<file path="config.mk">
export PLATFORM = sky130hd
export DESIGN_NAME = gsr_front_flat
export DESIGN_NICKNAME = d
export VERILOG_FILES = /design/src/gsr_pkg.sv /design/src/gsr_if.sv /design/src/gsr_ram.sv /design/src/gsr_front.sv /design/src/flat_wrapper.sv
export SDC_FILE = /design/constraint.sdc
export NUM_CORES = 2
export LEC_CHECK = 0
export BUFFER_PORTS_ARGS = -buffer_cell sky130_fd_sc_hd__buf_2
export CAP_MARGIN = 20
export CORE_AREA = 8 8 596 598
export CTS_CLUSTER_SIZE = 10
export DETAILED_ROUTE_END_ITERATION = 12
export DIE_AREA = 0 0 604 606
export GPL_TIMING_DRIVEN = 1
export PLACE_DENSITY = 0.35
export SYNTH_ARGS = -nofsm -noshare
export SYNTH_HDL_FRONTEND = slang
export SYNTH_SLANG_ARGS = --single-unit
export TNS_END_PERCENT = 100
</file>
<file path="constraint.sdc">
create_clock -name clk -period 10.3 [get_ports clk]
set_input_delay 1.03 -clock clk [delete_from_list [all_inputs] [get_ports clk]]
set_output_delay 1.03 -clock clk [all_outputs]
set_load 0.05 [all_outputs]
</file>
<file path="src/gsr_pkg.sv">
// ----------------------------------------------------------------------------
// gsr_pkg: shared types and constants of the glyph string rasterizer
// Modes, register indexes, field widths and the job record that passes from
// the front part to the back part.
// ----------------------------------------------------------------------------
package gsr_pkg;

    localparam int GLYPH_BYTES_DEF = 4096;
    localparam int CHAR_COUNT      = 128;
    localparam int MAX_ROWS_DEF    = 16;

    localparam logic [2:0] MODE_LOAD_WIDTH  = 3'd0;
    localparam logic [2:0] MODE_LOAD_OFFSET = 3'd1;
    localparam logic [2:0] MODE_LOAD_BYTE   = 3'd2;
    localparam logic [2:0] MODE_BEGIN       = 3'd3;
    localparam logic [2:0] MODE_DRAW        = 3'd4;

    localparam logic [2:0] REG_COLOR_MAP   = 3'd0;
    localparam logic [2:0] REG_START_X     = 3'd1;
    localparam logic [2:0] REG_START_Y     = 3'd2;
    localparam logic [2:0] REG_SPAN_WIDTH  = 3'd3;
    localparam logic [2:0] REG_SPACE_WIDTH = 3'd4;
    localparam logic [2:0] REG_SURF_WIDTH  = 3'd5;
    localparam logic [2:0] REG_SURF_HEIGHT = 3'd6;
    localparam logic [2:0] REG_GLYPH_HEIGHT = 3'd7;

    localparam logic signed [12:0] PEN_MIN = -13'sd2048;
    localparam logic signed [12:0] PEN_MAX = 13'sd4095;

    localparam logic [31:0] COLOR_MAP_RST = 32'h0807_0FFF;
    localparam logic [10:0] SURF_W_RST    = 11'd320;
    localparam logic [10:0] SURF_H_RST    = 11'd200;
    localparam logic [4:0]  GLYPH_H_RST   = 5'd16;

    // job handed from front to back
    typedef struct packed {
        logic              status;   // single status result only
        logic              stopped;
        logic signed [12:0] pen;     // pen after this item
        logic signed [12:0] x0;      // glyph left column
        logic [9:0]        y0;       // first visible row
        logic [4:0]        height;   // visible rows
        logic [4:0]        cw;       // glyph width
        logic [2:0]        bpp;      // bytes per row
        logic [17:0]       base;     // first byte address, unwrapped
    } gsr_job_t;

endpackage

</file>
<file path="src/gsr_if.sv">
// ----------------------------------------------------------------------------
// gsr_in_if / gsr_out_if: valid-ready channels of the rasterizer
// Input items carry mode, index and value; results carry pixels and status.
// ----------------------------------------------------------------------------
interface gsr_in_if;
    logic        valid;
    logic        ready;
    logic [2:0]  mode;
    logic [11:0] index;
    logic [11:0] value;
    modport source (output valid, mode, index, value, input ready);
    modport sink   (input valid, mode, index, value, output ready);
endinterface


</file>
<file path="src/gsr_ram.sv">
// ----------------------------------------------------------------------------
// gsr_ram: generic single-port-write, single-read RAM
// One write and one registered read per cycle.
// ----------------------------------------------------------------------------
module gsr_ram #(
    parameter int WIDTH = 8,
    parameter int DEPTH = 256
) (
    input  logic                     clk,
    input  logic                     we,
    input  logic [$clog2(DEPTH)-1:0] waddr,
    input  logic [WIDTH-1:0]         wdata,
    input  logic [$clog2(DEPTH)-1:0] raddr,
    output logic [WIDTH-1:0]         rdata
);
    logic [WIDTH-1:0] mem [DEPTH];

    always_ff @(posedge clk)
    begin
        if (we)
        begin
            mem[waddr] <= wdata;
        end
        rdata <= mem[raddr];
    end
endmodule

</file>
<file path="src/gsr_front.sv">
// ----------------------------------------------------------------------------
// gsr_front: accepts items, does loads, clipping and pen update
// A draw reads the width and offset tables (registered reads), then builds a job.
// ----------------------------------------------------------------------------
module gsr_front
    import gsr_pkg::*;
#(
    parameter int MAX_ROWS = MAX_ROWS_DEF
) (
    input  logic               clk,
    input  logic               rst_n,
    gsr_in_if.sink             in_ch,
    input  logic signed [10:0] start_x,
    input  logic signed [10:0] start_y,
    input  logic [9:0]         span_width,
    input  logic signed [5:0]  space_width,
    input  logic [10:0]        surface_width,
    input  logic [10:0]        surface_height,
    input  logic [4:0]         glyph_height,
    input  logic               store_idle,
    output logic               byte_we,
    output logic [11:0]        byte_waddr,
    output logic [7:0]         byte_wdata,
    output logic               job_valid,
    input  logic               job_ready,
    output gsr_job_t           job
);
    localparam logic [4:0] MAX_ROWS_C = 5'(MAX_ROWS);

    logic               pend_reg, pend_next;
    logic signed [12:0] pen_reg, pen_next;
    logic               halt_reg, halt_next;
    logic [6:0]         rd_char;
    logic [4:0]         w_rdata;
    logic [11:0]        o_rdata;
    logic               acc;

    // a draw waits for the registered table reads; hold a byte load until
    // no queued or running glyph still reads the store
    assign in_ch.ready = !pend_reg && job_ready &&
                         (in_ch.mode != MODE_LOAD_BYTE || store_idle);
    assign acc = in_ch.valid && in_ch.ready;
    assign rd_char = in_ch.index[6:0];

    assign byte_we    = acc && in_ch.mode == MODE_LOAD_BYTE;
    assign byte_waddr = in_ch.index;
    assign byte_wdata = in_ch.value[7:0];

    gsr_ram #(.WIDTH(5), .DEPTH(CHAR_COUNT)) u_width (
        .clk(clk), .we(acc && in_ch.mode == MODE_LOAD_WIDTH),
        .waddr(in_ch.index[6:0]), .wdata(in_ch.value[4:0]),
        .raddr(rd_char), .rdata(w_rdata)
    );
    gsr_ram #(.WIDTH(12), .DEPTH(CHAR_COUNT)) u_offset (
        .clk(clk), .we(acc && in_ch.mode == MODE_LOAD_OFFSET),
        .waddr(in_ch.index[6:0]), .wdata(in_ch.value),
        .raddr(rd_char), .rdata(o_rdata)
    );

    // clipping terms, from configuration only
    logic signed [12:0] sx, xend, ylim;
    logic signed [12:0] y_s;
    logic [4:0]         hcell, skip5, h_a, vis;
    logic [10:0]        y_top;
    logic signed [12:0] bottom, room;
    always_comb
    begin
        sx   = 13'(start_x);
        xend = $signed({2'b0, surface_width});
        if (span_width != 10'd0 &&
            sx + $signed({3'b0, span_width}) < $signed({2'b0, surface_width}))
        begin
            xend = sx + $signed({3'b0, span_width});
        end
        hcell = (glyph_height > MAX_ROWS_C) ? MAX_ROWS_C : glyph_height;
        y_s   = 13'(start_y);
        skip5 = 5'd0;
        y_top = 11'(start_y);
        h_a   = hcell;
        if (start_y < 0)
        begin
            y_top = 11'd0;
            if (y_s < -13'sd16)
            begin
                h_a = 5'd0;
            end
            else
            begin
                skip5 = 5'(-start_y);
                h_a   = (hcell > skip5) ? hcell - skip5 : 5'd0;
            end
        end
        ylim   = $signed({2'b0, surface_height});
        room   = ylim - $signed({2'b0, y_top});
        bottom = $signed({2'b0, y_top}) + 13'(h_a);
        vis    = h_a;
        if (h_a != 5'd0 && bottom > ylim)
        begin
            vis = (room <= 0) ? 5'd0 : 5'(room);
        end
    end

    logic signed [13:0] adv, padv, reach;
    logic signed [12:0] sat_a, sat_p;
    logic [2:0]         bpp;
    always_comb
    begin
        adv   = 14'(pen_reg) + 14'(space_width);
        padv  = 14'(pen_reg) + $signed({9'b0, w_rdata}) + 14'(space_width);
        reach = 14'(pen_reg) + $signed({9'b0, w_rdata});
        sat_a = (adv < 14'(PEN_MIN)) ? PEN_MIN :
                (adv > 14'(PEN_MAX)) ? PEN_MAX : adv[12:0];
        sat_p = (padv < 14'(PEN_MIN)) ? PEN_MIN :
                (padv > 14'(PEN_MAX)) ? PEN_MAX : padv[12:0];
        bpp = (w_rdata > 5'd12) ? 3'd4 : (w_rdata > 5'd8) ? 3'd3 :
              (w_rdata > 5'd4) ? 3'd2 : 3'd1;
    end

    always_comb
    begin
        pend_next = pend_reg;
        pen_next  = pen_reg;
        halt_next = halt_reg;
        job_valid = 1'b0;
        job       = '0;
        job.pen   = pen_reg;
        job.status = 1'b1;
        job.x0    = pen_reg;
        job.y0    = y_top[9:0];
        job.height = vis;
        job.cw    = w_rdata;
        job.bpp   = bpp;
        job.base  = {6'b0, o_rdata} + 18'(bpp) * 18'(skip5);
        if (acc && in_ch.mode == MODE_BEGIN)
        begin
            pen_next  = sx;
            halt_next = 1'b0;
            job_valid = 1'b1;
            job.pen   = sx;
        end
        else if (acc && in_ch.mode == MODE_DRAW)
        begin
            if (halt_reg)
            begin
                job_valid   = 1'b1;
                job.stopped = 1'b1;
            end
            else
            begin
                pend_next = 1'b1;
            end
        end
        if (pend_reg)
        begin
            pend_next = 1'b0;
            job_valid = 1'b1;
            if (vis == 5'd0)
            begin
            end
            else if (w_rdata == 5'd0)
            begin
                pen_next = sat_a;
                job.pen  = sat_a;
            end
            else if (reach > 14'(xend))
            begin
                halt_next   = 1'b1;
                job.stopped = 1'b1;
            end
            else
            begin
                pen_next   = sat_p;
                job.pen    = sat_p;
                job.status = 1'b0;
            end
        end
    end

    always_ff @(posedge clk or negedge rst_n)
    begin
        if (!rst_n)
        begin
            pend_reg <= 1'b0;
            pen_reg  <= '0;
            halt_reg <= 1'b0;
        end
        else
        begin
            pend_reg <= pend_next;
            pen_reg  <= pen_next;
            halt_reg <= halt_next;
        end
    end
endmodule

</file>
<file path="src/flat_wrapper.sv">
// flat-port wrapper written by rule: the top's interface ports become plain ports
module gsr_front_flat import gsr_pkg::*;
#(
    parameter int MAX_ROWS = MAX_ROWS_DEF
)
  (clk, rst_n, start_x, start_y, span_width, space_width, surface_width, surface_height, glyph_height, store_idle, byte_we, byte_waddr, byte_wdata, job_valid, job_ready, job, in_ch_valid, in_ch_mode, in_ch_index, in_ch_value, in_ch_ready);
  gsr_in_if in_ch_i ();
  input  logic clk;
  input  logic rst_n;
  input  logic signed [10:0] start_x;
  input  logic signed [10:0] start_y;
  input  logic [9:0] span_width;
  input  logic signed [5:0] space_width;
  input  logic [10:0] surface_width;
  input  logic [10:0] surface_height;
  input  logic [4:0] glyph_height;
  input  logic store_idle;
  output logic byte_we;
  output logic [11:0] byte_waddr;
  output logic [7:0] byte_wdata;
  output logic job_valid;
  input  logic job_ready;
  output gsr_job_t job;
  input wire logic [$bits(in_ch_i.valid)-1:0] in_ch_valid;
  input wire logic [$bits(in_ch_i.mode)-1:0] in_ch_mode;
  input wire logic [$bits(in_ch_i.index)-1:0] in_ch_index;
  input wire logic [$bits(in_ch_i.value)-1:0] in_ch_value;
  output wire logic [$bits(in_ch_i.ready)-1:0] in_ch_ready;
  assign in_ch_i.valid = in_ch_valid;
  assign in_ch_i.mode = in_ch_mode;
  assign in_ch_i.index = in_ch_index;
  assign in_ch_i.value = in_ch_value;
  assign in_ch_ready = in_ch_i.ready;
  gsr_front #(.MAX_ROWS(MAX_ROWS)) u_core (.clk(clk), .rst_n(rst_n), .in_ch(in_ch_i), .start_x(start_x), .start_y(start_y), .span_width(span_width), .space_width(space_width), .surface_width(surface_width), .surface_height(surface_height), .glyph_height(glyph_height), .store_idle(store_idle), .byte_we(byte_we), .byte_waddr(byte_waddr), .byte_wdata(byte_wdata), .job_valid(job_valid), .job_ready(job_ready), .job(job));
endmodule
</file>
==> qor.csv <==
metric;value;unit
outcome;completed;
share of layout cells above drive strength 1;0.1438;
P_int;15510;uW
Cells after Synth;5156;
crit-path max cell delay;630;ps
vias;50855;
Max FO, Critical Path;11;
die area;0.3660;sq mm
number of synthesized flops with an enable pin;2176;
clock sinks;2208;
GR Util met2;0.2688;
Buf+Inv Stages, Crit Path;6;
clock share of power;0.406;
path depth of the worst reg2reg path;17;
site row count;216;
synth top area cells;edfxtp_1 (76%), a22oi_1 (6.8%), ha_1 (1.6%);
Crit path arrival time;7550;ps
later-pin clock latency in the skew report;900;ps
Inst Count DP;9802;
CTS max path bufs;4;
Die X-Extent;604;microns
GR Util met1;0.2384;
H-tree levels;5;
Worst VDD drop;0.0001578;V
hold depth;3;
Layout Nets;5718;
Most used DFF post-synth;edfxtp_1;
Core Region;0.3451;sq mm
#FFs+latches synth;2208;
I/O Buffers;173;
Syn Area/Cell;16.69;sq um
Sw Share;0.2613;
synthesized area;0.08604;sq mm
CP Class;input port to output pin;
Worst Clk Skew;57.49;ps
Initial Util;0.2493;
first-pass GRT wire length;435700;microns
Setup crit end kind;output pin;
final WL;318000;microns
cts bufs inserted;269;
Final Setup Violations;0;
leading area contributor after synthesis;edfxtp_1;
Max Clock Freq;0.1166;GHz
busiest layer in global routing;met2;
final slew viol count;0;
CTS root buffer;clkbuf_16;
post-synth top area share;0.7595;
RSZ-0062 raised after global routing;no;
Post-DRT Antenna Nets;0;
HP Class;input port to flip-flop;
DRT Pass-1 Iters;7;
Unique masters post-synth;79;
P&R area growth vs syn;17.17;%
max FFs per register;1536;
period utilization;0.8327;
# IOs;189;
Iteration-0 DRC Markers;4613;
DRC Markers;0;
Total Negative Setup Slacks;0;ps
routing usage on met3;0.02854;
Finished Layout Cells;10193;
CP top delay family;compound AO/OA/AOI/OAI gates;
maxcap violations;0;
Final Critical Period;8577;ps
post-CTS sizing;0;
Seq/Total Area, Yosys;0.7678;
post-synthesis async set-or-reset flop share;0.006793;
CP Launch Type;input port;
Placer Congestion;0.7932;
hold_ws;422.0;ps
PwrDens;208.3;mW/mm^2
Syn. warnings;0;
Leak Pwr;0.03102;uW
Logic pwr share;0.117;
via density per instance;4.989;
Overall Global Routing Usage;0.1673;
fin area;0.1008;sq mm
data required time of the critical path;9270;ps
gr ovfl total;0;
Wirelength per Cell;31.20;microns
die height;606;microns
most frequent cell on the critical path;inv_1;
Cell Area, Placed;0.09322;sq mm
clock-pin slew on the worst setup and hold paths;50;ps
Slew Limit Headroom;0.2261;
final hold violations;0;
largest net degree at the start of global routing;126;
Worst Tran Pin Value;1146;ps
number of global-route vias before repair;51092;
TritonCTS clock tree;built;
highest-delay cell along the critical path;a2111oi_0;
number of cells on the critical path;28;
Sequential Power Share;0.477;
Switch Pwr;5486;uW
initial antenna violation count;25;
post-DP HPWL;192800;microns
==> cell usage after synthesis, types with 8 or more instances <==
library cell and instances:
or4_1 17, nor3_1 35, o2111ai_1 11, o21bai_1 8
buf_1 67, nor2_1 326, and3_1 14, dfrtp_1 15
nor4_1 27, a22o_1 147, nand4_1 91, a21o_1 17
ha_1 107, o221ai_2 10, xor2_1 23, a31oi_1 82
xnor2_1 42, nor2b_1 19, mux2_2 13, fa_1 16
a21oi_1 66, dfxtp_1 17, a22oi_1 775, o22ai_1 11
nand2_1 94, edfxtp_1 2176, inv_1 84, a221oi_1 146
buf_4 27, mux2i_1 32, buf_2 153, clkbuf_1 110
a41oi_1 90, o211ai_1 27, o21ai_0 62, nand2b_1 17
nand3_1 69
==> metal layers <==
layer  up-vias  part of all wire
met5         -          0.000038
met4         2             0.018
met3       311             0.057
met2      1510              0.46
met1     27055              0.46
li1      21977                 -
==> worst paths after layout <==
kind                       slack (ps)                 to         startpoint
setup reg to reg                 5410  u_core.pen_reg[0]  u_core.pen_reg[0]
max in group asynchronous        9420  u_core.pen_reg[1]              rst_n
min in group asynchronous         610    u_core.pend_reg              rst_n
setup / recovery                 1720            job[54]         start_y[0]
hold reg to reg                   460    u_core.pend_reg    u_core.halt_reg
hold / removal                    420    u_core.pend_reg      in_ch_mode[2]
==> kinds of logic after synthesis <==
group | share of synthesized area
compound gates | 0.1351
simple gates | 0.04184
other cells | 0.00004359
mux | 0.006210
xor+xnor | 0.006617
flops | 0.7678
buf+inv | 0.02301
fa+ha+maj | 0.01940
==> per-stage QoR <==
step	power [uW]	util	worst slack [ps]
2_1_floorplan	11640	-	2618
4_1_cts	21270	0.2920	1846
6_report	21000	0.2921	1723
3_3_place_gp	12680	0.2700	1862
3_5_place_dp	12660	0.2701	1863
5_1_grt	21750	0.2920	1122
==> power by group through the flow <==
| stage | clock network (uW) | logic [uW] | registers (uW) |
|---|---|---|---|
| after floorplan | 0 | 1410 | 10200 |
| after global routing | 9070 | 2660 | 10000 |
| after global placement | 0 | 2480 | 10200 |
| after detailed placement | 0 | 2460 | 10200 |
| final | 8520 | 2460 | 10000 |
| after CTS | 8780 | 2470 | 10000 |
==> tightest hold or removal path, cell delays in order <==
cell and delay [ps]:
buf_2 130, nand2_1 60, nor3_1 30
==> what timing repair did <==
item | CTS | global route
setup buffers | 0 | 0
hold buffers | 1 | 0
hold endpoints to repair | 15 | 0
==> area by class of cell <==
class | count | area (sq um)
fill | 34107 | 244300
multi-input combinational | 2509 | 18140
clock inverter | 43 | 374.1
antenna | 11 | 27.53
timing repair buffer | 426 | 3003
sequential | 2208 | 66060
inverter | 84 | 315.3
clock buffer | 334 | 7167
tap | 4578 | 5728
==> layout by cell type (no fill, tap or decap), types with 11 or more instances in the layout <==
master	count
edfxtp_1	2176
a22oi_1	775
nor2_1	313
clkbuf_16	278
buf_4	247
buf_2	159
a22o_1	147
a221oi_1	146
ha_1	107
nand4_1	91
a41oi_1	89
nand2_1	86
inv_1	84
a31oi_1	82
nand3_1	68
a21oi_1	66
o21ai_0	62
clkbuf_1	56
xnor2_1	42
nor3_1	33
mux2i_1	32
o211ai_1	27
nor4_1	26
xor2_1	23
clkinv_1	20
nor2b_1	18
a21o_1	17
or4_1	17
nand2b_1	17
dfxtp_1	17
fa_1	16
dfrtp_1	15
nor2_2	14
and3_1	13
mux2_2	13
buf_12	13
diode_2	11
o2111ai_1	11
o22ai_1	11
Power figures use the tool's default switching activity.
