===== src/gsr_pkg.sv =====
// ----------------------------------------------------------------------------
// gsr_pkg: shared types and constants of the glyph string rasterizer
// Modes, register indexes, field widths and the job record that passes from
// the front part to the back part.
// ----------------------------------------------------------------------------
package gsr_pkg;

    localparam int GLYPH_BYTES_DEF = 4096;
    localparam int CHAR_COUNT      = 128;
    localparam int MAX_ROWS_DEF    = 16;

    localparam logic [2:0] MODE_LOAD_WIDTH  = 3'd0;
    localparam logic [2:0] MODE_LOAD_OFFSET = 3'd1;
    localparam logic [2:0] MODE_LOAD_BYTE   = 3'd2;
    localparam logic [2:0] MODE_BEGIN       = 3'd3;
    localparam logic [2:0] MODE_DRAW        = 3'd4;

    localparam logic [2:0] REG_COLOR_MAP   = 3'd0;
    localparam logic [2:0] REG_START_X     = 3'd1;
    localparam logic [2:0] REG_START_Y     = 3'd2;
    localparam logic [2:0] REG_SPAN_WIDTH  = 3'd3;
    localparam logic [2:0] REG_SPACE_WIDTH = 3'd4;
    localparam logic [2:0] REG_SURF_WIDTH  = 3'd5;
    localparam logic [2:0] REG_SURF_HEIGHT = 3'd6;
    localparam logic [2:0] REG_GLYPH_HEIGHT = 3'd7;

    localparam logic signed [12:0] PEN_MIN = -13'sd2048;
    localparam logic signed [12:0] PEN_MAX = 13'sd4095;

    localparam logic [31:0] COLOR_MAP_RST = 32'h0807_0FFF;
    localparam logic [10:0] SURF_W_RST    = 11'd320;
    localparam logic [10:0] SURF_H_RST    = 11'd200;
    localparam logic [4:0]  GLYPH_H_RST   = 5'd16;

    // job handed from front to back
    typedef struct packed {
        logic              status;   // single status result only
        logic              stopped;
        logic signed [12:0] pen;     // pen after this item
        logic signed [12:0] x0;      // glyph left column
        logic [9:0]        y0;       // first visible row
        logic [4:0]        height;   // visible rows
        logic [4:0]        cw;       // glyph width
        logic [2:0]        bpp;      // bytes per row
        logic [17:0]       base;     // first byte address, unwrapped
    } gsr_job_t;

endpackage


===== src/gsr_queue.sv =====
// ----------------------------------------------------------------------------
// gsr_queue: two-entry job queue between front and back
// Registered entries, ready while an entry is free.
// ----------------------------------------------------------------------------
module gsr_queue
    import gsr_pkg::*;
(
    input  logic     clk,
    input  logic     rst_n,
    input  logic     in_valid,
    output logic     in_ready,
    input  gsr_job_t in_job,
    output logic     out_valid,
    input  logic     out_ready,
    output gsr_job_t out_job
);
    gsr_job_t   ent_reg [2];
    logic       wp_reg, rp_reg;
    logic [1:0] cnt_reg;
    logic       push, pop;

    assign in_ready  = cnt_reg != 2'd2;
    assign out_valid = cnt_reg != 2'd0;
    assign out_job   = ent_reg[rp_reg];
    assign push = in_valid && in_ready;
    assign pop  = out_valid && out_ready;

    always_ff @(posedge clk)
    begin
        if (push)
        begin
            ent_reg[wp_reg] <= in_job;
        end
    end

    always_ff @(posedge clk or negedge rst_n)
    begin
        if (!rst_n)
        begin
            wp_reg  <= 1'b0;
            rp_reg  <= 1'b0;
            cnt_reg <= 2'd0;
        end
        else
        begin
            if (push) wp_reg <= !wp_reg;
            if (pop)  rp_reg <= !rp_reg;
            cnt_reg <= cnt_reg + 2'(push) - 2'(pop);
        end
    end
endmodule


===== config.mk =====
export PLATFORM = sky130hd
export DESIGN_NAME = gsr_queue
export DESIGN_NICKNAME = d
export VERILOG_FILES = /design/src/gsr_pkg.sv /design/src/gsr_queue.sv
export SDC_FILE = /design/constraint.sdc
export NUM_CORES = 1
export LEC_CHECK = 0
export BUFFER_PORTS_ARGS = -buffer_cell sky130_fd_sc_hd__buf_2
export CORE_ASPECT_RATIO = 1.25
export CORE_MARGIN = 3
export CORE_UTILIZATION = 45
export CTS_CLUSTER_SIZE = 8
export DETAILED_ROUTE_END_ITERATION = 12
export GPL_ROUTABILITY_DRIVEN = 0
export GPL_TIMING_DRIVEN = 0
export PLACE_DENSITY = 0.7
export SYNTH_ARGS = -nofsm -noshare
export SYNTH_HDL_FRONTEND = slang
export SYNTH_SLANG_ARGS = --single-unit

===== constraint.sdc =====
create_clock -name clk -period 5.76 [get_ports clk]
set_clock_uncertainty 0.1 [all_clocks]
set_input_delay 1.152 -clock clk [delete_from_list [all_inputs] [get_ports clk]]
set_output_delay 1.152 -clock clk [all_outputs]
set_load 0.05 [all_outputs]

==> results.py, run 1 <==
metrics = {
    "finish": {
        "antennaDiodeCount": 0,
        "largest_reg_flops": 138,
        "relative_area_change_from_synthesis_to_final_layout_pct": 29.9,
        "drive_above_1_share": 0.613,
        "final_design_area_no_fill_um2": 6730,
        "stdcell_count": 551,
        "finish.net_count": 477,
    },
    "pwr": {
        "power.leakage_uw": 0.00256,
        "sequentialPowerShare": 0.350,
        "p_sw_frac": 0.396,
        "ir_worst_vdd_mv": 0.361,
        "switchingPower_uw": 1660,
        "power-per-cell-area_nw_per_um2": 623,
        "pwr-share-clk": 0.245,
        "internal-power_uw": 2530,
        "finalPower_uw": 4190,
        "combinationalPowerShare": 0.405,
    },
    "setup_path": {
        "cp-start-kind": "register",
        "critical_path_class": "reg -> out",
        "r2r.worst_path.cells": 5,
        "timing.critical_path.to_type": "primary output",
        "reg2reg_to": "ent_reg[0][12]$_DFFE_PP_",
        "maximum_fanout_count_along_the_critical_path": 10,
        "r2r_start": "cnt_reg[0]$_DFF_PN0_",
        "cp_required_ns": 4.51,
        "slack_of_the_worst_reg_to_reg_path_ns": 3.83,
        "timing.critical_path.arrival_ns": 1.81,
    },
    "cts": {
        "htree_num_levels": 4,
        "postCtsSetupBuffers": 0,
        "cts-root-buf": "sky130_fd_sc_hd__clkbuf_16",
        "cts.sink_count": 142,
        "cts_made_buffers": 17,
        "cts_hold_buffers": 0,
        "clock_pin_slew_worst_setup_and_hold_paths_ns": 0.06,
        "cts.path.max_buffers": 2,
        "tritoncts_clock_tree": "done",
        "cts.repair.resized": 0,
        "insertion_delay_to_the_later_sink_of_the_worst_skew_pair_ns": 0.40,
    },
    "synthesis": {
        "synth_cells": 237,
        "synthDominantCellAreaShare": 0.799,
        "ys_top_cells_by_count": "138 x sky130_fd_sc_hd__edfxtp_1, 69 x sky130_fd_sc_hd__mux2_2, 8 x sky130_fd_sc_hd__buf_2",
        "synth-edff-count": 138,
        "post-synth-top-area-cell": "sky130_fd_sc_hd__edfxtp_1",
        "synth-seq-cells": 142,
        "syn-mean-instance-area_um2": 21.9,
        "synth.net_count": 311,
        "netlist_area_um2": 5180,
        "yosys-top-cells-area": "sky130_fd_sc_hd__edfxtp_1 80%, sky130_fd_sc_hd__mux2_2 15%, sky130_fd_sc_hd__dfrtp_1 1.9%",
        "yosysMostFrequentCell": "sky130_fd_sc_hd__edfxtp_1",
        "synth-warning-count": 0,
        "synth-async-reset-ratio": 0.0282,
        "yosysUniqueCellTypes": 17,
        "synthFlopType": "sky130_fd_sc_hd__edfxtp_1",
        "seq_area_frac_synth": 0.819,
    },
    "grt": {
        "grt_first_pass_wirelength_um": 14600,
        "grt_use_met3": 0.0504,
        "use_met1": 0.168,
        "grt-ovfl-total": 0,
        "pin_count_of_the_biggest_net_entering_global_routing": 38,
        "grt_usage": 0.152,
        "antenna_found_initial": 0,
        "met2_layer_usage_reported_by_global_route": 0.265,
        "grt-busiest-layer": "met2",
        "first_global_vias": 2961,
    },
    "route": {
        "vias_per_cell": 4.93,
        "detailroute.via_count": 2718,
        "detail_route.drc_violations": 0,
        "ant_nets": 0,
        "first_iter_violations": 97,
        "routed_wirelength_um": 9240,
        "detailedRoute.firstPassIterationCount": 4,
        "routed_wire_length_per_instance_um": 16.8,
    },
    "timing": {
        "maxClockFrequency_mhz": 326,
        "period_needed_ns": 3.06,
        "number_of_hold_violations_in_the_final_report": 0,
        "maxSlewViolCount": 0,
        "slew-limit-headroom": 0.657,
        "max_slew.worst_pin.slew_ns": 0.513,
        "grt_setup_unrepaired": "no",
        "min_period_over_period": 0.532,
        "finalSetupViolCount": 0,
    },
    "floorplanning": {
        "rows": 43,
        "floorplan.die.width_um": 102,
        "area_of_the_die_um2": 12900,
        "floorplan.io_pins": 144,
        "coreArea_um2": 11200,
        "initial_core_utilization": 0.463,
        "fp.dieH_um": 126,
    },
    "status": {
        "run_status": "completed",
    },
    "placement": {
        "placedCellCount": 519,
        "place.port_buffers": 143,
        "postPlaceCellArea_um2": 6170,
        "hpwl_dp_um": 6440,
    },
    "run": {
        "timing.max_cap.violations": 0,
    },
    "hold_path": {
        "holdCritPathClass": "in -> async",
    },
}
-- per-layer routing --
layer | routed length, um | vias to the layer above
li1 | - | 1274
met1 | 3460 | 1347
met2 | 5080 | 84
met3 | 545 | 13
met4 | 164 | 0
met5 | 0 | -
-- worst max-delay path by stage --
stage,from,end,depth (start not counted)
2_1_floorplan,in_valid,ent_reg[0][0]$_DFFE_PP_,2
3_3_place_gp,in_valid,ent_reg[0][4]$_DFFE_PP_,3
3_5_place_dp,in_valid,ent_reg[0][63]$_DFFE_PP_,5
4_1_cts,rp_reg$_DFFE_PN0P_,out_job[35],4
5_1_grt,rp_reg$_DFFE_PN0P_,out_job[33],4
6_report,rp_reg$_DFFE_PN0P_,out_job[35],4
-- per-stage QoR --
step                setup TNS, ns  hold slack (ns)  setup WS (ns)  utilization
finish                          0            0.447           2.70        0.602
global route                    0            0.432           2.56        0.602
CTS                             0            0.431           2.63        0.602
detailed placement              0            0.451           3.06        0.552
global placement           -50.98            0.374         -0.741        0.542
floorplan                       0            0.360           1.03            -
-- critical path, stage by stage, from the launching register on --
cell,delay [ns]
sky130_fd_sc_hd__dfrtp_1,0.34
sky130_fd_sc_hd__buf_2,0.19
sky130_fd_sc_hd__buf_2,0.29
sky130_fd_sc_hd__mux2_2,0.37
sky130_fd_sc_hd__buf_2,0.22
-- placed cells by master (no fill, tap or decap), types with 2 or more instances in the layout --
cell,instances
sky130_fd_sc_hd__nand2_1,2
sky130_fd_sc_hd__buf_12,2
sky130_fd_sc_hd__clkbuf_16,17
sky130_fd_sc_hd__mux2_2,69
sky130_fd_sc_hd__buf_2,151
sky130_fd_sc_hd__clkinv_2,4
sky130_fd_sc_hd__nor2_1,2
sky130_fd_sc_hd__clkbuf_1,5
sky130_fd_sc_hd__clkinv_4,3
sky130_fd_sc_hd__edfxtp_1,138
sky130_fd_sc_hd__buf_16,2
sky130_fd_sc_hd__dfrtp_1,4
sky130_fd_sc_hd__bufinv_16,2
sky130_fd_sc_hd__xnor2_1,3
-- final cells by class --
| cell class | count | area (um2) |
|---|---|---|
| timing repair buffer | 147 | 811 |
| buffer | 8 | 40.0 |
| tap | 135 | 169 |
| clock buffer | 22 | 444 |
| sequential | 142 | 4240 |
| fill | 863 | 4460 |
| multi-input combinational | 87 | 911 |
| clock inverter | 10 | 115 |
-- power groups by stage --
stage	Clock, uW	Combinational [uW]	Sequential, uW
after floorplan	0	1320	1490
after global placement	0	1660	1500
after detailed placement	0	1730	1490
after CTS	1050	1730	1470
after global routing	1090	1800	1490
final	1030	1700	1470
-- logic make-up after synthesis --
| logic type | after synthesis | share of synthesized area |
|---|---|---|
| adders and majority gates | 1 | 0.00241 |
| DFF | 142 | 0.819 |
| buffers and inverters | 8 | 0.00772 |
| and+or+nand+nor | 11 | 0.0116 |
| xor gates and xnor gates | 3 | 0.00507 |
| muxes | 69 | 0.150 |
| AOI/OAI and AO/OA | 3 | 0.00459 |
Note: power is estimated with default switching activity, not from simulation.
==> run 2: changes to the inputs <==
- ABC_AREA: default -> 1
- clock period: 5.76 -> 3.2 ns (I/O delays scaled with it)
==> results.py, run 2 <==
metrics = {
    "status": {
        "run_status": "completed",
    },
    "setup_path": {
        "cp_required_ns": 2.46,
        "maximum_fanout_count_along_the_critical_path": 10,
        "cp-start-kind": "register",
        "worst_path_most_repeated_cell": "sky130_fd_sc_hd__nand2_1",
        "r2r_start": "cnt_reg[0]$_DFF_PN0_",
        "critPathSlowestCell": "sky130_fd_sc_hd__dfrtp_1",
        "critical-path-max-stage-delay_ns": 0.37,
        "timing.critical_path.to_type": "primary output",
        "crit_path_start": "rp_reg$_DFFE_PN0P_",
        "path_cells": "buf_6, inv_4, buf_4, nand2_1, nand2_1, buf_2",
        "timing.critical_path.arrival_ns": 1.63,
        "critical_path_class": "reg -> out",
    },
    "placement": {
        "place.port_buffers": 143,
        "hpwl_dp_um": 7320,
        "placedCellCount": 675,
    },
    "timing": {
        "slew-limit-headroom": 0.645,
        "maxSlewViolCount": 0,
        "min_period_over_period": 0.742,
        "number_of_hold_violations_in_the_final_report": 0,
        "finalSetupViolCount": 0,
        "grt_setup_unrepaired": "no",
        "timing.setup.tns_ns": 0,
        "maxClockFrequency_mhz": 421,
        "period_needed_ns": 2.37,
        "max_slew.worst_pin.slew_ns": 0.532,
    },
    "cts": {
        "htree_num_levels": 4,
        "cts.repair.resized": 0,
        "clock_pin_slew_worst_setup_and_hold_paths_ns": 0.06,
        "cts.path.max_buffers": 2,
        "cts_made_buffers": 17,
        "cts-root-buf": "sky130_fd_sc_hd__clkbuf_16",
        "insertion_delay_to_the_later_sink_of_the_worst_skew_pair_ns": 0.40,
        "tritoncts_clock_tree": "done",
        "cts.sink_count": 142,
    },
    "floorplanning": {
        "floorplan.die.width_um": 103,
        "coreArea_um2": 11200,
        "area_of_the_die_um2": 13000,
        "fp.dieH_um": 127,
        "floorplan.io_pins": 144,
        "rows": 43,
        "initial_core_utilization": 0.468,
    },
    "synthesis": {
        "synth-warning-count": 0,
        "synth-seq-cells": 142,
        "yosysMostFrequentCell": "sky130_fd_sc_hd__nand2_1",
        "synthFlopType": "sky130_fd_sc_hd__edfxtp_1",
        "yosysUniqueCellTypes": 15,
        "syn-mean-instance-area_um2": 13.4,
        "post-synth-top-area-cell": "sky130_fd_sc_hd__edfxtp_1",
        "synth-edff-count": 138,
        "netlist_area_um2": 5270,
        "seq_area_frac_synth": 0.806,
        "synth_cells": 392,
        "synth.net_count": 466,
        "yosys-top-cells-area": "sky130_fd_sc_hd__edfxtp_1 79%, sky130_fd_sc_hd__nand2_1 15%, sky130_fd_sc_hd__dfrtp_1 1.9%",
        "synthDominantCellAreaShare": 0.787,
        "ys_top_cells_by_count": "215 x sky130_fd_sc_hd__nand2_1, 138 x sky130_fd_sc_hd__edfxtp_1, 7 x sky130_fd_sc_hd__inv_1",
        "synth-async-reset-ratio": 0.0282,
    },
    "finish": {
        "finish.net_count": 634,
        "relative_area_change_from_synthesis_to_final_layout_pct": 32.3,
        "commonest_cells_after_routing_fill_and_taps_aside": "215 x sky130_fd_sc_hd__nand2_1, 148 x sky130_fd_sc_hd__buf_2, 138 x sky130_fd_sc_hd__edfxtp_1, 17 x sky130_fd_sc_hd__clkbuf_16, 7 x sky130_fd_sc_hd__inv_1",
        "utilization": 0.619,
        "antennaDiodeCount": 0,
        "largest_reg_flops": 138,
        "most_common_library_cell_in_the_layout_ignoring_fill_and_taps": "sky130_fd_sc_hd__nand2_1",
        "stdcell_count": 707,
        "drive_above_1_share": 0.346,
    },
    "grt": {
        "grt_use_met3": 0.0660,
        "grt-busiest-layer": "met2",
        "grt_first_pass_wirelength_um": 16400,
        "first_global_vias": 3517,
        "use_met1": 0.187,
        "grt-ovfl-total": 0,
        "pin_count_of_the_biggest_net_entering_global_routing": 32,
        "grt_usage": 0.170,
        "antenna_found_initial": 0,
        "met2_layer_usage_reported_by_global_route": 0.291,
    },
    "route": {
        "detailedRoute.firstPassIterationCount": 4,
        "detail_route.drc_violations": 0,
        "detailroute.via_count": 3382,
        "ant_nets": 0,
        "vias_per_cell": 4.78,
        "routed_wirelength_um": 10700,
        "first_iter_violations": 137,
        "routed_wire_length_per_instance_um": 15.1,
    },
    "hold_path": {
        "holdCritPathClass": "in -> reg",
        "worstHoldStart": "in_job[60]",
    },
    "run": {
        "timing.max_cap.violations": 0,
    },
}
==> run 2: final timing paths <==
kind | end | slack, ns | cells after the start
min in group asynchronous | cnt_reg[0]$_DFF_PN0_ | 0.47 | 2
max in group asynchronous | cnt_reg[1]$_DFF_PN0_ | 2.39 | 2
min | ent_reg[0][60]$_DFFE_PP_ | 0.32 | 1
max reg2reg | ent_reg[0][53]$_DFFE_PP_ | 1.15 | 6
max | out_job[24] | 0.83 | 6
min reg2reg | cnt_reg[0]$_DFF_PN0_ | 0.47 | 1
==> run 2: per-stage QoR <==
step	cell area, um2	hold slack [ns]	setup slack [ns]
global placement	6150	0.349	-0.988
global route	6960	0.295	0.717
CTS	6960	0.298	0.778
floorplan	5270	0.244	0.00127
detailed placement	6290	0.355	0.903
finish	6960	0.320	0.825
==> run 2: layer usage <==
metal  part of all wire  up-vias  wire length, um
met2               0.54      116             5720
met3              0.069       13              741
met1               0.38     1591             4050
li1                   -     1662                -
met4              0.015        0              164
met5                  0        -                0
==> run 2: area by class of cell <==
class,count,area (um2)
Buffer,15,115
Clock buffer,17,425
Clock inverter,14,241
Fill cell,892,4280
Inverter,8,32.5
Multi-Input combinational cell,227,888
Sequential cell,142,4240
Tap cell,135,169
Timing Repair Buffer,149,848
==> run 2: repair_timing <==
action | 4_1_cts | 5_1_grt
setup buffers | 0 | 0
hold endpoints to repair | 4 | 0
hold buffers | 1 | 0
==> run 2: cell families after synthesis <==
family                   Yosys count  share of synthesized area
AO/OA/AOI/OAI                      2                    0.00190
flip-flops                       142                      0.806
adder cells (fa/ha/maj)            1                    0.00238
XOR/XNOR                           1                    0.00166
AND/OR/NAND/NOR                  223                      0.160
buffers and inverters             23                     0.0280
==> run 2: critical path: cells and delay by family (launching register included) <==
family	cells	cell delay [ns]
AND/OR/NAND/NOR	2	0.15
flip-flops	1	0.37
buffers and inverters	4	0.71
Power of run 2 is left out: the tool's default activity adds up to more than one toggle a clock period on the data nets, which glitch-free logic cannot reach.
==> run 3: changes to the inputs <==
- ABC_AREA: 1 -> 0
- PLACE_DENSITY: 0.7 -> 0.73
- clock period: 3.2 -> 1.97 ns (I/O delays scaled with it)
==> results.py, run 3 (synthesis results as in run 1) <==
metrics = {
    "grt": {
        "antenna_found_initial": 0,
        "first_global_vias": 2896,
        "grt-ovfl-total": 0,
        "grt_first_pass_wirelength_um": 14200,
        "grt_usage": 0.149,
        "pin_count_of_the_biggest_net_entering_global_routing": 43,
    },
    "floorplanning": {
        "floorplan.io_pins": 144,
        "initial_core_utilization": 0.463,
        "rows": 43,
        "fp.dieH_um": 126,
        "coreArea_um2": 11200,
        "floorplan.die.width_um": 102,
        "area_of_the_die_um2": 12900,
    },
    "run": {
        "timing.max_cap.violations": 0,
    },
    "finish": {
        "final_design_area_no_fill_um2": 7330,
        "drive_above_1_share": 0.623,
        "largest_reg_flops": 138,
        "finish.net_count": 477,
        "fill_cells": 814,
        "relative_area_change_from_synthesis_to_final_layout_pct": 41.4,
        "most_common_library_cell_in_the_layout_ignoring_fill_and_taps": "sky130_fd_sc_hd__edfxtp_1",
        "commonest_cells_after_routing_fill_and_taps_aside": "138 x sky130_fd_sc_hd__edfxtp_1, 74 x sky130_fd_sc_hd__buf_2, 69 x sky130_fd_sc_hd__buf_6, 67 x sky130_fd_sc_hd__mux2_2, 17 x sky130_fd_sc_hd__clkbuf_16",
        "utilization": 0.655,
    },
    "placement": {
        "place.port_buffers": 143,
        "post-place-ws_ns": 0.0766,
        "postPlaceCellArea_um2": 6160,
        "hpwl_dp_um": 6240,
    },
    "pwr": {
        "ir_worst_vdd_mv": 1.21,
        "power-per-cell-area_nw_per_um2": 1870,
        "power.leakage_uw": 0.00277,
    },
    "route": {
        "ant_nets": 0,
        "detailroute.via_count": 2746,
        "vias_per_cell": 4.97,
        "routed_wire_length_per_instance_um": 17.2,
        "detailedRoute.firstPassIterationCount": 5,
        "first_iter_violations": 76,
        "routed_wirelength_um": 9510,
        "detail_route.drc_violations": 0,
    },
    "cts": {
        "htree_num_levels": 4,
        "cts_made_buffers": 17,
        "tritoncts_clock_tree": "done",
        "cts.path.max_buffers": 2,
        "cts.sink_count": 142,
        "clock_pin_slew_worst_setup_and_hold_paths_ns": 0.06,
        "cts-root-buf": "sky130_fd_sc_hd__clkbuf_16",
        "postCtsSetupBuffers": 0,
        "insertion_delay_to_the_later_sink_of_the_worst_skew_pair_ns": 0.41,
    },
    "setup_path": {
        "slack_of_the_worst_reg_to_reg_path_ns": 0.14,
        "cp-start-kind": "register",
        "cp_required_ns": 1.48,
        "critical_path_class": "reg -> out",
        "crit_path_start": "rp_reg$_DFFE_PN0P_",
        "maximum_fanout_count_along_the_critical_path": 10,
        "r2r_start": "cnt_reg[0]$_DFF_PN0_",
        "timing.critical_path.arrival_ns": 1.61,
        "timing.critical_path.to_type": "primary output",
        "r2r.worst_path.cells": 3,
        "reg2reg_to": "ent_reg[1][37]$_DFFE_PP_",
    },
    "status": {
        "failed_checks": "negative setup slack",
        "run_status": "finished, violations left",
    },
    "hold_path": {
        "holdCritPathClass": "in -> reg",
        "hold_crit_endpoint": "ent_reg[1][61]$_DFFE_PP_",
        "worstHoldStart": "in_job[61]",
        "whs_path_depth": 1,
    },
    "timing": {
        "finalSetupViolCount": 69,
        "min_period_over_period": 1.07,
        "whs_ns": 0.0684,
        "post-route-worst-setup-slack_ns": -0.130,
        "grt_setup_unrepaired": "yes",
        "period_needed_ns": 2.10,
        "number_of_hold_violations_in_the_final_report": 0,
        "maxSlewViolCount": 0,
        "max_slew.worst_pin.slew_ns": 0.497,
        "slew-limit-headroom": 0.668,
        "maxClockFrequency_mhz": 476,
    },
}
==> run 3: cell types whose count changed in the layout (fill, tap and decap cells not counted), moves of 2 or more <==
cell and change:
sky130_fd_sc_hd__buf_6 +65, sky130_fd_sc_hd__buf_16 -2, sky130_fd_sc_hd__buf_12 +8, sky130_fd_sc_hd__buf_2 -74, sky130_fd_sc_hd__xnor2_1 +3, sky130_fd_sc_hd__bufinv_16 -3
sky130_fd_sc_hd__mux2_2 +67, sky130_fd_sc_hd__mux2_4 +2, sky130_fd_sc_hd__nand2_1 -214, sky130_fd_sc_hd__buf_4 -6, sky130_fd_sc_hd__clkbuf_1 +2, sky130_fd_sc_hd__inv_1 -7
==> run 3: final cells by class <==
type | instances | area [um2] | share of cell area
Tap cell | 135 | 169 | 0.0230
Multi-Input combinational cell | 87 | 933 | 0.127
Timing Repair Buffer | 147 | 1220 | 0.167
Clock inverter | 13 | 164 | 0.0224
Antenna cell | 1 | 2.50 | 0.000341
Sequential cell | 142 | 4240 | 0.579
Buffer | 8 | 160 | 0.0218
Clock buffer | 19 | 433 | 0.0591
==> run 3: what timing repair did <==
action / CTS / global route
endpoints found under the hold margin: 4 / 0
resized for setup: 91 / 81
setup endpoints to repair: 69 / 69
hold buffers: 1 / 0
==> run 3: report_power, final <==
group / switching (uW) / internal (uW) / leakage (uW)
Clock: 1170 / 2000 / 0.000288
Sequential: 178 / 4130 / 0.00133
Combinational: 3770 / 2450 / 0.00115
==> run 3: stage by stage <==
| stage | TNS [ns] | total power (uW) | instances |
|---|---|---|---|
| 3_3_place_gp | -86.01 | 9230 | 515 |
| 4_1_cts | -10.94 | 13200 | 551 |
| 2_1_floorplan | -32.44 | 8200 | 237 |
| 5_1_grt | -11.74 | 14200 | 551 |
| 3_5_place_dp | 0 | 9390 | 518 |
| 6_report | -7.72 | 13700 | 552 |
==> run 3: critical path, cell delays in order (launching register included) <==
cell and delay (ns):
sky130_fd_sc_hd__dfrtp_1 0.37, sky130_fd_sc_hd__buf_12 0.17, sky130_fd_sc_hd__buf_12 0.15, sky130_fd_sc_hd__mux2_2 0.34, sky130_fd_sc_hd__buf_6 0.16
==> run 3: how the worst max path moves through the flow <==
| stage | depth (start not counted) | slack [ns] | to |
|---|---|---|---|
| final | 4 | -0.13 | out_job[49] |
| after detailed placement | 4 | 0.08 | out_job[57] |
| after global placement | 3 | -0.76 | ent_reg[0][6]$_DFFE_PP_ |
| after global routing | 4 | -0.19 | out_job[51] |
| after CTS | 4 | -0.17 | out_job[40] |
| after floorplan | 3 | -0.31 | ent_reg[0][0]$_DFFE_PP_ |
==> run 3: routing by layer <==
layer	track usage	part of all wire	vias up
met5	0	0	-
met2	0.253	0.54	90
met4	0.0680	0.018	0
met1	0.165	0.37	1352
li1	-	-	1290
met3	0.0560	0.065	14
